<file path="src/design/gbn_pkg.sv">
`default_nettype none

package gbn_pkg;

  localparam int SEQ_W = 16;
  localparam int CNT_W = 4;
  localparam int WIN_W = 6;
  localparam int TMO_W = 16;

  localparam logic [1:0] OP_START  = 2'd0;
  localparam logic [1:0] OP_TICK   = 2'd1;
  localparam logic [1:0] OP_ACK    = 2'd2;
  localparam logic [1:0] OP_UNUSED = 2'd3;

  localparam logic [1:0] KIND_SEND = 2'd0;
  localparam logic [1:0] KIND_NONE = 2'd1;
  localparam logic [1:0] KIND_DONE = 2'd2;
  localparam logic [1:0] KIND_FAIL = 2'd3;

  localparam logic [1:0] REG_TOTAL   = 2'd0;
  localparam logic [1:0] REG_WINDOW  = 2'd1;
  localparam logic [1:0] REG_TIMEOUT = 2'd2;
  localparam logic [1:0] REG_RETRY   = 2'd3;

  localparam logic [SEQ_W-1:0] TOTAL_RST   = 16'd0;
  localparam logic [WIN_W-1:0] WINDOW_RST  = 6'd4;
  localparam logic [TMO_W-1:0] TIMEOUT_RST = 16'd1000;
  localparam logic [CNT_W-1:0] RETRY_RST   = 4'd10;

  typedef struct packed {
    logic [1:0]       op;
    logic [SEQ_W-1:0] ack_seq;
  } in_item_t;

  typedef struct packed {
    logic [1:0]       kind;
    logic [SEQ_W-1:0] seq;
    logic             last;
  } out_item_t;

  typedef struct packed {
    logic [SEQ_W-1:0] total_packets;
    logic [WIN_W-1:0] window_size;
    logic [TMO_W-1:0] timeout_ticks;
    logic [CNT_W-1:0] retry_limit;
  } cfg_t;

  typedef struct packed {
    logic clear_all;
    logic zero;
    logic incr;
  } cnt_op_t;

endpackage

`default_nettype wire

</file>
<file path="src/design/gbn_cfg_regs.sv">
`default_nettype none

module gbn_cfg_regs
  import gbn_pkg::*;
(
  input  wire logic        clk,
  input  wire logic        rst_n,
  input  wire logic        psel,
  input  wire logic        penable,
  input  wire logic        pwrite,
  input  wire logic [3:0]  paddr,
  input  wire logic [31:0] pwdata,
  output logic      [31:0] prdata,
  output logic             pready,
  output cfg_t             cfg
);

  cfg_t cfg_r;
  logic wr_en;

  assign wr_en  = psel && penable && pwrite;
  assign pready = 1'b1;
  assign cfg    = cfg_r;

  always_ff @(posedge clk) begin
    if (!rst_n) begin
      cfg_r.total_packets <= TOTAL_RST;
      cfg_r.window_size   <= WINDOW_RST;
      cfg_r.timeout_ticks <= TIMEOUT_RST;
      cfg_r.retry_limit   <= RETRY_RST;
    end else if (wr_en) begin
      case (paddr[3:2])
        REG_TOTAL:   cfg_r.total_packets <= pwdata[SEQ_W-1:0];
        REG_WINDOW:  cfg_r.window_size   <= pwdata[WIN_W-1:0];
        REG_TIMEOUT: cfg_r.timeout_ticks <= pwdata[TMO_W-1:0];
        REG_RETRY:   cfg_r.retry_limit   <= pwdata[CNT_W-1:0];
        default: ;
      endcase
    end
  end

  always_comb begin
    case (paddr[3:2])
      REG_TOTAL:   prdata = 32'(cfg_r.total_packets);
      REG_WINDOW:  prdata = 32'(cfg_r.window_size);
      REG_TIMEOUT: prdata = 32'(cfg_r.timeout_ticks);
      REG_RETRY:   prdata = 32'(cfg_r.retry_limit);
      default:     prdata = '0;
    endcase
  end

endmodule

`default_nettype wire

</file>
<file path="src/design/gbn_cnt_store.sv">
`default_nettype none

module gbn_cnt_store
  import gbn_pkg::*;
#(
  parameter int WINDOW_MAX = 32,
  parameter int SW = (WINDOW_MAX > 1) ? $clog2(WINDOW_MAX) : 1
) (
  input  wire logic             clk,
  input  wire logic             rst_n,
  input  wire cnt_op_t          op,
  input  wire logic [SW-1:0]    addr,
  output logic      [CNT_W-1:0] rd_cnt
);

  localparam logic [CNT_W-1:0] CNT_SAT = '1;

  logic [CNT_W-1:0] cnt_r [WINDOW_MAX];

  assign rd_cnt = cnt_r[addr];

  always_ff @(posedge clk) begin
    if (!rst_n || op.clear_all) begin
      for (int i = 0; i < WINDOW_MAX; i++) begin
        cnt_r[i] <= '0;
      end
    end else if (op.zero) begin
      cnt_r[addr] <= '0;
    end else if (op.incr && cnt_r[addr] != CNT_SAT) begin
      cnt_r[addr] <= cnt_r[addr] + 1'b1;
    end
  end

endmodule

`default_nettype wire

</file>
<file path="src/design/go_back_n_sender_window_unit.sv">
// go-back-n sender window unit
// input channel (in_valid/in_ready/in_item): one event per item, op start,
// tick or ack with ack_seq. result channel (out_valid/out_ready/out_item):
// one or more results per event, send commands in ascending seq order, then
// done or fail where it applies, a single no-action result for a quiet event;
// last marks the final result of the event.
// configuration via the apb-style port: total_packets, window_size,
// timeout_ticks, retry_limit at byte addresses 0, 4, 8, 12; pready is tied high.
// an event is taken only while the sequencer is idle. after acceptance the
// event state applies the event, a timeout then steps through each outstanding
// packet bumping retry counts through the shared count store, and the fill
// step produces one result per cycle while the receiver accepts. the next
// event can be taken while the last result still waits in the output register.
// a stalled receiver holds the fill step; no result is dropped.
// reset (synchronous, active low) restores register defaults, clears the
// window state and retry counts, and leaves the transfer not running.
`default_nettype none

module go_back_n_sender_window_unit
  import gbn_pkg::*;
#(
  parameter int WINDOW_MAX = 32
) (
  input  wire logic        clk,
  input  wire logic        rst_n,
  input  wire logic        in_valid,
  output logic             in_ready,
  input  wire in_item_t    in_item,
  output logic             out_valid,
  input  wire logic        out_ready,
  output out_item_t        out_item,
  input  wire logic        psel,
  input  wire logic        penable,
  input  wire logic        pwrite,
  input  wire logic [3:0]  paddr,
  input  wire logic [31:0] pwdata,
  output logic      [31:0] prdata,
  output logic             pready
);

  localparam int SW   = (WINDOW_MAX > 1) ? $clog2(WINDOW_MAX) : 1;
  localparam int OW   = $clog2(WINDOW_MAX + 1);
  localparam int SUMW = OW + 1;
  localparam logic [SW-1:0]    SLOT_LAST = SW'(WINDOW_MAX - 1);
  localparam logic [SUMW-1:0]  WM_SUM    = SUMW'(WINDOW_MAX);
  localparam logic [WIN_W-1:0] WM_WIN    = WIN_W'(WINDOW_MAX);
  localparam logic [TMO_W-1:0] TICK_SAT  = '1;

  typedef enum logic [1:0] {
    ST_IDLE,
    ST_EVENT,
    ST_TMO,
    ST_FILL
  } state_t;

  cfg_t             cfg;
  cnt_op_t          cnt_op;
  logic [SW-1:0]    cnt_addr;
  logic [CNT_W-1:0] cnt_rd;

  state_t           state_r, state_nxt;
  logic [1:0]       op_r, op_nxt;
  logic [SEQ_W-1:0] ack_r, ack_nxt;
  logic [SEQ_W-1:0] base_r, base_nxt;
  logic [SEQ_W-1:0] nts_r, nts_nxt;
  logic [SEQ_W-1:0] hs_r, hs_nxt;
  logic [TMO_W-1:0] elapsed_r, elapsed_nxt;
  logic [SW-1:0]    base_slot_r, base_slot_nxt;
  logic [SW-1:0]    nts_slot_r, nts_slot_nxt;
  logic [SW-1:0]    iter_slot_r, iter_slot_nxt;
  logic [OW-1:0]    rem_r, rem_nxt;
  logic             running_r, running_nxt;
  logic             out_valid_r, out_valid_nxt;
  out_item_t        out_item_r, out_item_nxt;

  logic [WIN_W-1:0] eff_win;
  logic [SEQ_W:0]   limit;
  logic [SEQ_W:0]   nts_inc;
  logic             can_send;
  logic             more;
  logic             first;
  logic             out_free;
  logic [TMO_W-1:0] tick_inc;
  logic [TMO_W-1:0] tick_lim;
  logic [OW-1:0]    ack_off;
  logic [SUMW-1:0]  ack_sum;
  logic [SW-1:0]    ack_slot;

  gbn_cfg_regs u_cfg (
    .clk     (clk),
    .rst_n   (rst_n),
    .psel    (psel),
    .penable (penable),
    .pwrite  (pwrite),
    .paddr   (paddr),
    .pwdata  (pwdata),
    .prdata  (prdata),
    .pready  (pready),
    .cfg     (cfg)
  );

  gbn_cnt_store #(
    .WINDOW_MAX (WINDOW_MAX),
    .SW         (SW)
  ) u_cnt (
    .clk    (clk),
    .rst_n  (rst_n),
    .op     (cnt_op),
    .addr   (cnt_addr),
    .rd_cnt (cnt_rd)
  );

  assign in_ready  = (state_r == ST_IDLE);
  assign out_valid = out_valid_r;
  assign out_item  = out_item_r;
  assign cnt_addr  = (state_r == ST_TMO) ? iter_slot_r : nts_slot_r;

  assign eff_win  = (cfg.window_size == '0) ? WIN_W'(1) :
                    ((cfg.window_size > WM_WIN) ? WM_WIN : cfg.window_size);
  assign limit    = {1'b0, base_r} + (SEQ_W+1)'(eff_win);
  assign nts_inc  = {1'b0, nts_r} + 1'b1;
  assign can_send = (nts_r < cfg.total_packets) && ({1'b0, nts_r} < limit);
  assign more     = (nts_inc < {1'b0, cfg.total_packets}) && (nts_inc < limit);
  assign first    = (nts_r >= hs_r);
  assign out_free = !out_valid_r || out_ready;

  assign tick_inc = (elapsed_r != TICK_SAT) ? elapsed_r + 1'b1 : elapsed_r;
  assign tick_lim = (cfg.timeout_ticks == '0) ? TMO_W'(1) : cfg.timeout_ticks;

  assign ack_off  = OW'(ack_r - base_r + 1'b1);
  assign ack_sum  = SUMW'(base_slot_r) + SUMW'(ack_off);
  assign ack_slot = (ack_sum >= WM_SUM) ? SW'(ack_sum - WM_SUM) : SW'(ack_sum);

  always_comb begin
    state_nxt     = state_r;
    op_nxt        = op_r;
    ack_nxt       = ack_r;
    base_nxt      = base_r;
    nts_nxt       = nts_r;
    hs_nxt        = hs_r;
    elapsed_nxt   = elapsed_r;
    base_slot_nxt = base_slot_r;
    nts_slot_nxt  = nts_slot_r;
    iter_slot_nxt = iter_slot_r;
    rem_nxt       = rem_r;
    running_nxt   = running_r;
    out_valid_nxt = out_valid_r && !out_ready;
    out_item_nxt  = out_item_r;
    cnt_op        = '0;

    case (state_r)
      ST_IDLE: begin
        if (in_valid) begin
          op_nxt    = in_item.op;
          ack_nxt   = in_item.ack_seq;
          state_nxt = ST_EVENT;
        end
      end

      ST_EVENT: begin
        state_nxt = ST_FILL;
        if (op_r == OP_START) begin
          base_nxt         = '0;
          nts_nxt          = '0;
          hs_nxt           = '0;
          elapsed_nxt      = '0;
          base_slot_nxt    = '0;
          nts_slot_nxt     = '0;
          running_nxt      = 1'b1;
          cnt_op.clear_all = 1'b1;
        end else if (op_r == OP_TICK && running_r) begin
          elapsed_nxt = tick_inc;
          if (tick_inc >= tick_lim) begin
            elapsed_nxt   = '0;
            nts_nxt       = base_r;
            nts_slot_nxt  = base_slot_r;
            iter_slot_nxt = base_slot_r;
            rem_nxt       = OW'(nts_r - base_r);
            if (nts_r != base_r) begin
              state_nxt = ST_TMO;
            end
          end
        end else if (op_r == OP_ACK && running_r) begin
          if (ack_r >= base_r && ack_r < nts_r) begin
            base_nxt      = ack_r + 1'b1;
            base_slot_nxt = ack_slot;
            elapsed_nxt   = '0;
          end
        end
      end

      // bump the retry count of every outstanding packet
      ST_TMO: begin
        cnt_op.incr   = 1'b1;
        iter_slot_nxt = (iter_slot_r == SLOT_LAST) ? '0 : iter_slot_r + 1'b1;
        rem_nxt       = rem_r - 1'b1;
        if (rem_r == OW'(1)) begin
          state_nxt = ST_FILL;
        end
      end

      ST_FILL: begin
        if (out_free) begin
          out_valid_nxt     = 1'b1;
          out_item_nxt.seq  = '0;
          out_item_nxt.last = 1'b1;
          if (!running_r || op_r == OP_UNUSED) begin
            out_item_nxt.kind = KIND_NONE;
            state_nxt         = ST_IDLE;
          end else if (can_send) begin
            if (!first && cnt_rd > cfg.retry_limit) begin
              out_item_nxt.kind = KIND_FAIL;
              running_nxt       = 1'b0;
              state_nxt         = ST_IDLE;
            end else begin
              if (first) begin
                cnt_op.zero = 1'b1;
                hs_nxt      = SEQ_W'(nts_inc);
              end
              if (base_r == nts_r) begin
                elapsed_nxt = '0;
              end
              out_item_nxt.kind = KIND_SEND;
              out_item_nxt.seq  = nts_r;
              out_item_nxt.last = !more;
              nts_nxt           = SEQ_W'(nts_inc);
              nts_slot_nxt      = (nts_slot_r == SLOT_LAST) ? '0 : nts_slot_r + 1'b1;
              if (!more) begin
                state_nxt = ST_IDLE;
              end
            end
          end else if (base_r >= cfg.total_packets) begin
            out_item_nxt.kind = KIND_DONE;
            running_nxt       = 1'b0;
            state_nxt         = ST_IDLE;
          end else begin
            out_item_nxt.kind = KIND_NONE;
            state_nxt         = ST_IDLE;
          end
        end
      end

      default: state_nxt = ST_IDLE;
    endcase
  end

  always_ff @(posedge clk) begin
    if (!rst_n) begin
      state_r     <= ST_IDLE;
      base_r      <= '0;
      nts_r       <= '0;
      hs_r        <= '0;
      elapsed_r   <= '0;
      base_slot_r <= '0;
      nts_slot_r  <= '0;
      iter_slot_r <= '0;
      rem_r       <= '0;
      running_r   <= 1'b0;
      out_valid_r <= 1'b0;
    end else begin
      state_r     <= state_nxt;
      base_r      <= base_nxt;
      nts_r       <= nts_nxt;
      hs_r        <= hs_nxt;
      elapsed_r   <= elapsed_nxt;
      base_slot_r <= base_slot_nxt;
      nts_slot_r  <= nts_slot_nxt;
      iter_slot_r <= iter_slot_nxt;
      rem_r       <= rem_nxt;
      running_r   <= running_nxt;
      out_valid_r <= out_valid_nxt;
    end
    op_r       <= op_nxt;
    ack_r      <= ack_nxt;
    out_item_r <= out_item_nxt;
  end

endmodule

`default_nettype wire
</file>
<file path="config.mk">
export PLATFORM = sky130hd
export DESIGN_NAME = go_back_n_sender_window_unit
export DESIGN_NICKNAME = d
export VERILOG_FILES = /design/src/design/gbn_pkg.sv /design/src/design/gbn_cfg_regs.sv /design/src/design/gbn_cnt_store.sv /design/src/design/go_back_n_sender_window_unit.sv
export SDC_FILE = /design/constraint.sdc
export NUM_CORES = 1
export LEC_CHECK = 0
export BUFFER_PORTS_ARGS = -buffer_cell sky130_fd_sc_hd__buf_2
export CORE_MARGIN = 2
export CORE_UTILIZATION = 58
export CTS_BUF_LIST = sky130_fd_sc_hd__clkbuf_2 sky130_fd_sc_hd__clkbuf_4 sky130_fd_sc_hd__clkbuf_8
export CTS_CLUSTER_DIAMETER = 100
export DETAILED_ROUTE_END_ITERATION = 16
export GPL_TIMING_DRIVEN = 0
export PLACE_DENSITY_LB_ADDON = 0.08
export SETUP_SLACK_MARGIN = 0.05
export SLEW_MARGIN = 20
export SYNTH_ARGS = -nofsm -noshare
export SYNTH_HDL_FRONTEND = slang
export SYNTH_SLANG_ARGS = --single-unit
</file>
<file path="constraint.sdc">
create_clock -name clk -period 11 [get_ports clk]
set_input_delay 2.75 -clock clk [delete_from_list [all_inputs] [get_ports clk]]
set_output_delay 2.75 -clock clk [all_outputs]
set_load 0.03 [all_outputs]
</file>
==> metrics.txt <==
status=finished clean; share of cells above drive strength 1=a little under an eighth; Seq/Total Area, Yosys=39.6%; CP max stage cell=clkbuf_1; M1 wire length=~24 mm; CTS tree=done; WHS Endpoint=u_cfg.cfg[30]; CP Data Required Time=between 8 and 9 ns; MaxCap Viol Count=0; Main synth FF type=edfxtp_1; Nets=between 2000 and 2500; Critical Path AT=4.51 ns; total wire length=60.5 mm; largest fanout on the critical path=10; antenna violations before repair=0; Inst Count DP=~2600; Mapped Area=around 19000 µm²; Post-synth EDFFs=165; distinct cell type count of the synthesized netlist=87; Tcrit/Tclk final=around two thirds; post_cts resized=0; Post-CTS Hold Buffers=0; commonest non-fill, non-tap cell in the layout=ha_1; dpl hpwl=roughly 46 mm; CP cell instances=buf_2, clkbuf_1, clkbuf_1, mux2i_1, nor2_1, buf_2; Worst Skew=roughly 0.034 ns; R2R depth=21; H-tree Lvls=2; Final Hold Vio Count=0; Setup Buffers After CTS=0; clk root buf=clkbuf_8; P_leak=a little under 0.008 µW; CTS max path bufs=3; drt via density=roughly 6.3; Row Count=66; cells after synthesis=2014; Crit Path Category=in -> out; PwrDens=~210 nW/µm²; # IOs=115; count of pins over their slew limit=0; Non-Filler Instances=around 2600; uppermost layer routed=met4; Critical R2R Capture=u_cnt.cnt_r[23][3]; Avg WL per Cell=approximately 23 µm; DIE WIDTH=186 µm; Worst Setup Start Kind=input pin; Max stage delay on crit path=0.57 ns; Final Util=between 60% and 70%; 1st-iter DRT viols=around 1600; filler cell count=around 2800; most frequent cells in the layout=178 x ha_1, 168 x nand2_1, 165 x edfxtp_1; achievable frequency=approximately 140 MHz; Die H=186 µm; Inserted Diodes=0; crit path capture type=output port; Placement Setup Slack=about 3.8 ns; Final TNS setup=0 ns; TritonCTS Buffers=53; Routed Antenna Nets=0; Slew headroom=16.0%; CTS Sinks=approximately 300; Max IR drop VDD=roughly 0.13 mV; gr usage total=between 30% and 40%; RSZ-0062 raised after global routing=no; setup violators final=0; syn_area_per_cell=about 9.5 µm²; Hold Startpoint=u_cfg.cfg[30]; pin count of the biggest net entering global routing=21; first-pass GRT wire length=slightly above 90 mm; cell family with most CP delay=buffers and inverters; met3 wire length=~4.2 mm; Syn-to-layout area delta=10.7%; final total power=around 4500 µW; PortBufs=between 70 and 80; vias in the first global route=about 16000; Post-synth ARST share=0%; Reg2Reg Setup Slack=3.87 ns; Die Area=around 34000 µm²; residual DRC count=0; yosys warns=0; Initial Util=a little under 60%; Hold Crit Depth=2; global placement routability congestion=0.974; FF-to-FF Start=u_cfg.cfg[21]; fin worst setup slack=around 3.7 ns; total grt overflow=0; HP Class=reg -> reg; Initial DRT Pass Iterations=6; Core Box Area=about 33000 µm²; WL met2=28.1 mm; post-layout min period=roughly 7.3 ns; CTS clk-pin slew, worst paths=0.06 ns; Vias=roughly 17000; Seq cells post-synth=slightly below 300; worst skew pair latency=0.68 ns; CP bufs+invs=4; Slew @ Worst Pin=~1.3 ns
## layer usage
layer | global-route usage [%] | vias up
li1 | - | 7809
met1 | 43.1 | 7917
met2 | 57.9 | 787
met3 | 6.32 | 222
met4 | 23.3 | 0
met5 | 0 | -
## logic make-up after synthesis
logic type	share of synthesized area, %
simple gates	18.1
buf+inv	6.01
xor+xnor	3.43
mux	6.28
compound gates	14.4
other cells	0.0392
fa+ha+maj	12.2
flops	39.6
## Yosys cell counts, types with 28 or more instances
library cell  number  area (µm²)
ha_1             178        2230
nand2_1          168         631
edfxtp_1         165        4950
nor4_1           137         857
dfxtp_1          131        2620
nor2_1           122         458
inv_1            121         454
a21oi_1          110         551
clkbuf_1         100         375
nand3_1           86         430
o21ai_0           66         330
mux2i_1           61         611
o31ai_1           59         443
xnor2_1           54         473
nor3_1            41         205
a211oi_1          34         255
nand4_1           28         175
## report_power, final
part           internal, µW  switching (µW)
registers              1290             132
logic                   677            1360
clock network           536             495
## worst max path at each step
stage | depth (start not counted) | to | startpoint
final | 6 | prdata[6] | paddr[3]
after global routing | 21 | u_cnt.cnt_r[23][3] | u_cfg.cfg[21]
after CTS | 6 | prdata[6] | paddr[3]
after detailed placement | 6 | prdata[6] | paddr[3]
after global placement | 6 | prdata[12] | paddr[3]
after floorplan | 4 | prdata[11] | paddr[3]
## final cells by class
class	count	area (µm²)	area share, %
clock buffer	68	861	4.06
sequential	296	7580	35.8
timing repair buffer	80	403	1.90
buffer	151	689	3.25
tap	442	553	2.61
clock inverter	26	151	0.714
multi-input combinational	1459	10500	49.5
inverter	123	462	2.18
## worst register-to-register path, delay by kind of cell, from the launching register on
kind                       cells  cell delay (ns)
AOI/OAI and AO/OA              8             2.34
xor gates and xnor gates       1             0.29
adders and majority gates      3             0.76
buffers and inverters          2             0.50
DFF                            1             0.35
and+or+nand+nor                7             2.51
## flip-flops by register name (all words and copies together), names as in the netlist, 5 cells and up
name,cells
ack_r,16
base_r,16
base_slot_r,5
elapsed_r,16
hs_r,16
iter_slot_r,5
nts_r,16
nts_slot_r,5
out_item,19
rem_r,6
u_cfg.cfg,42
u_cnt.cnt_r,128
## metrics by stage
stage                     area (µm²)  hold WS (ns)
after floorplan                19200         0.446
after global placement         20200         0.461
after detailed placement       20200         0.462
after CTS                      21200         0.470
after global routing           21200         0.490
final                          21200         0.469
Power figures use the tool's default switching activity.
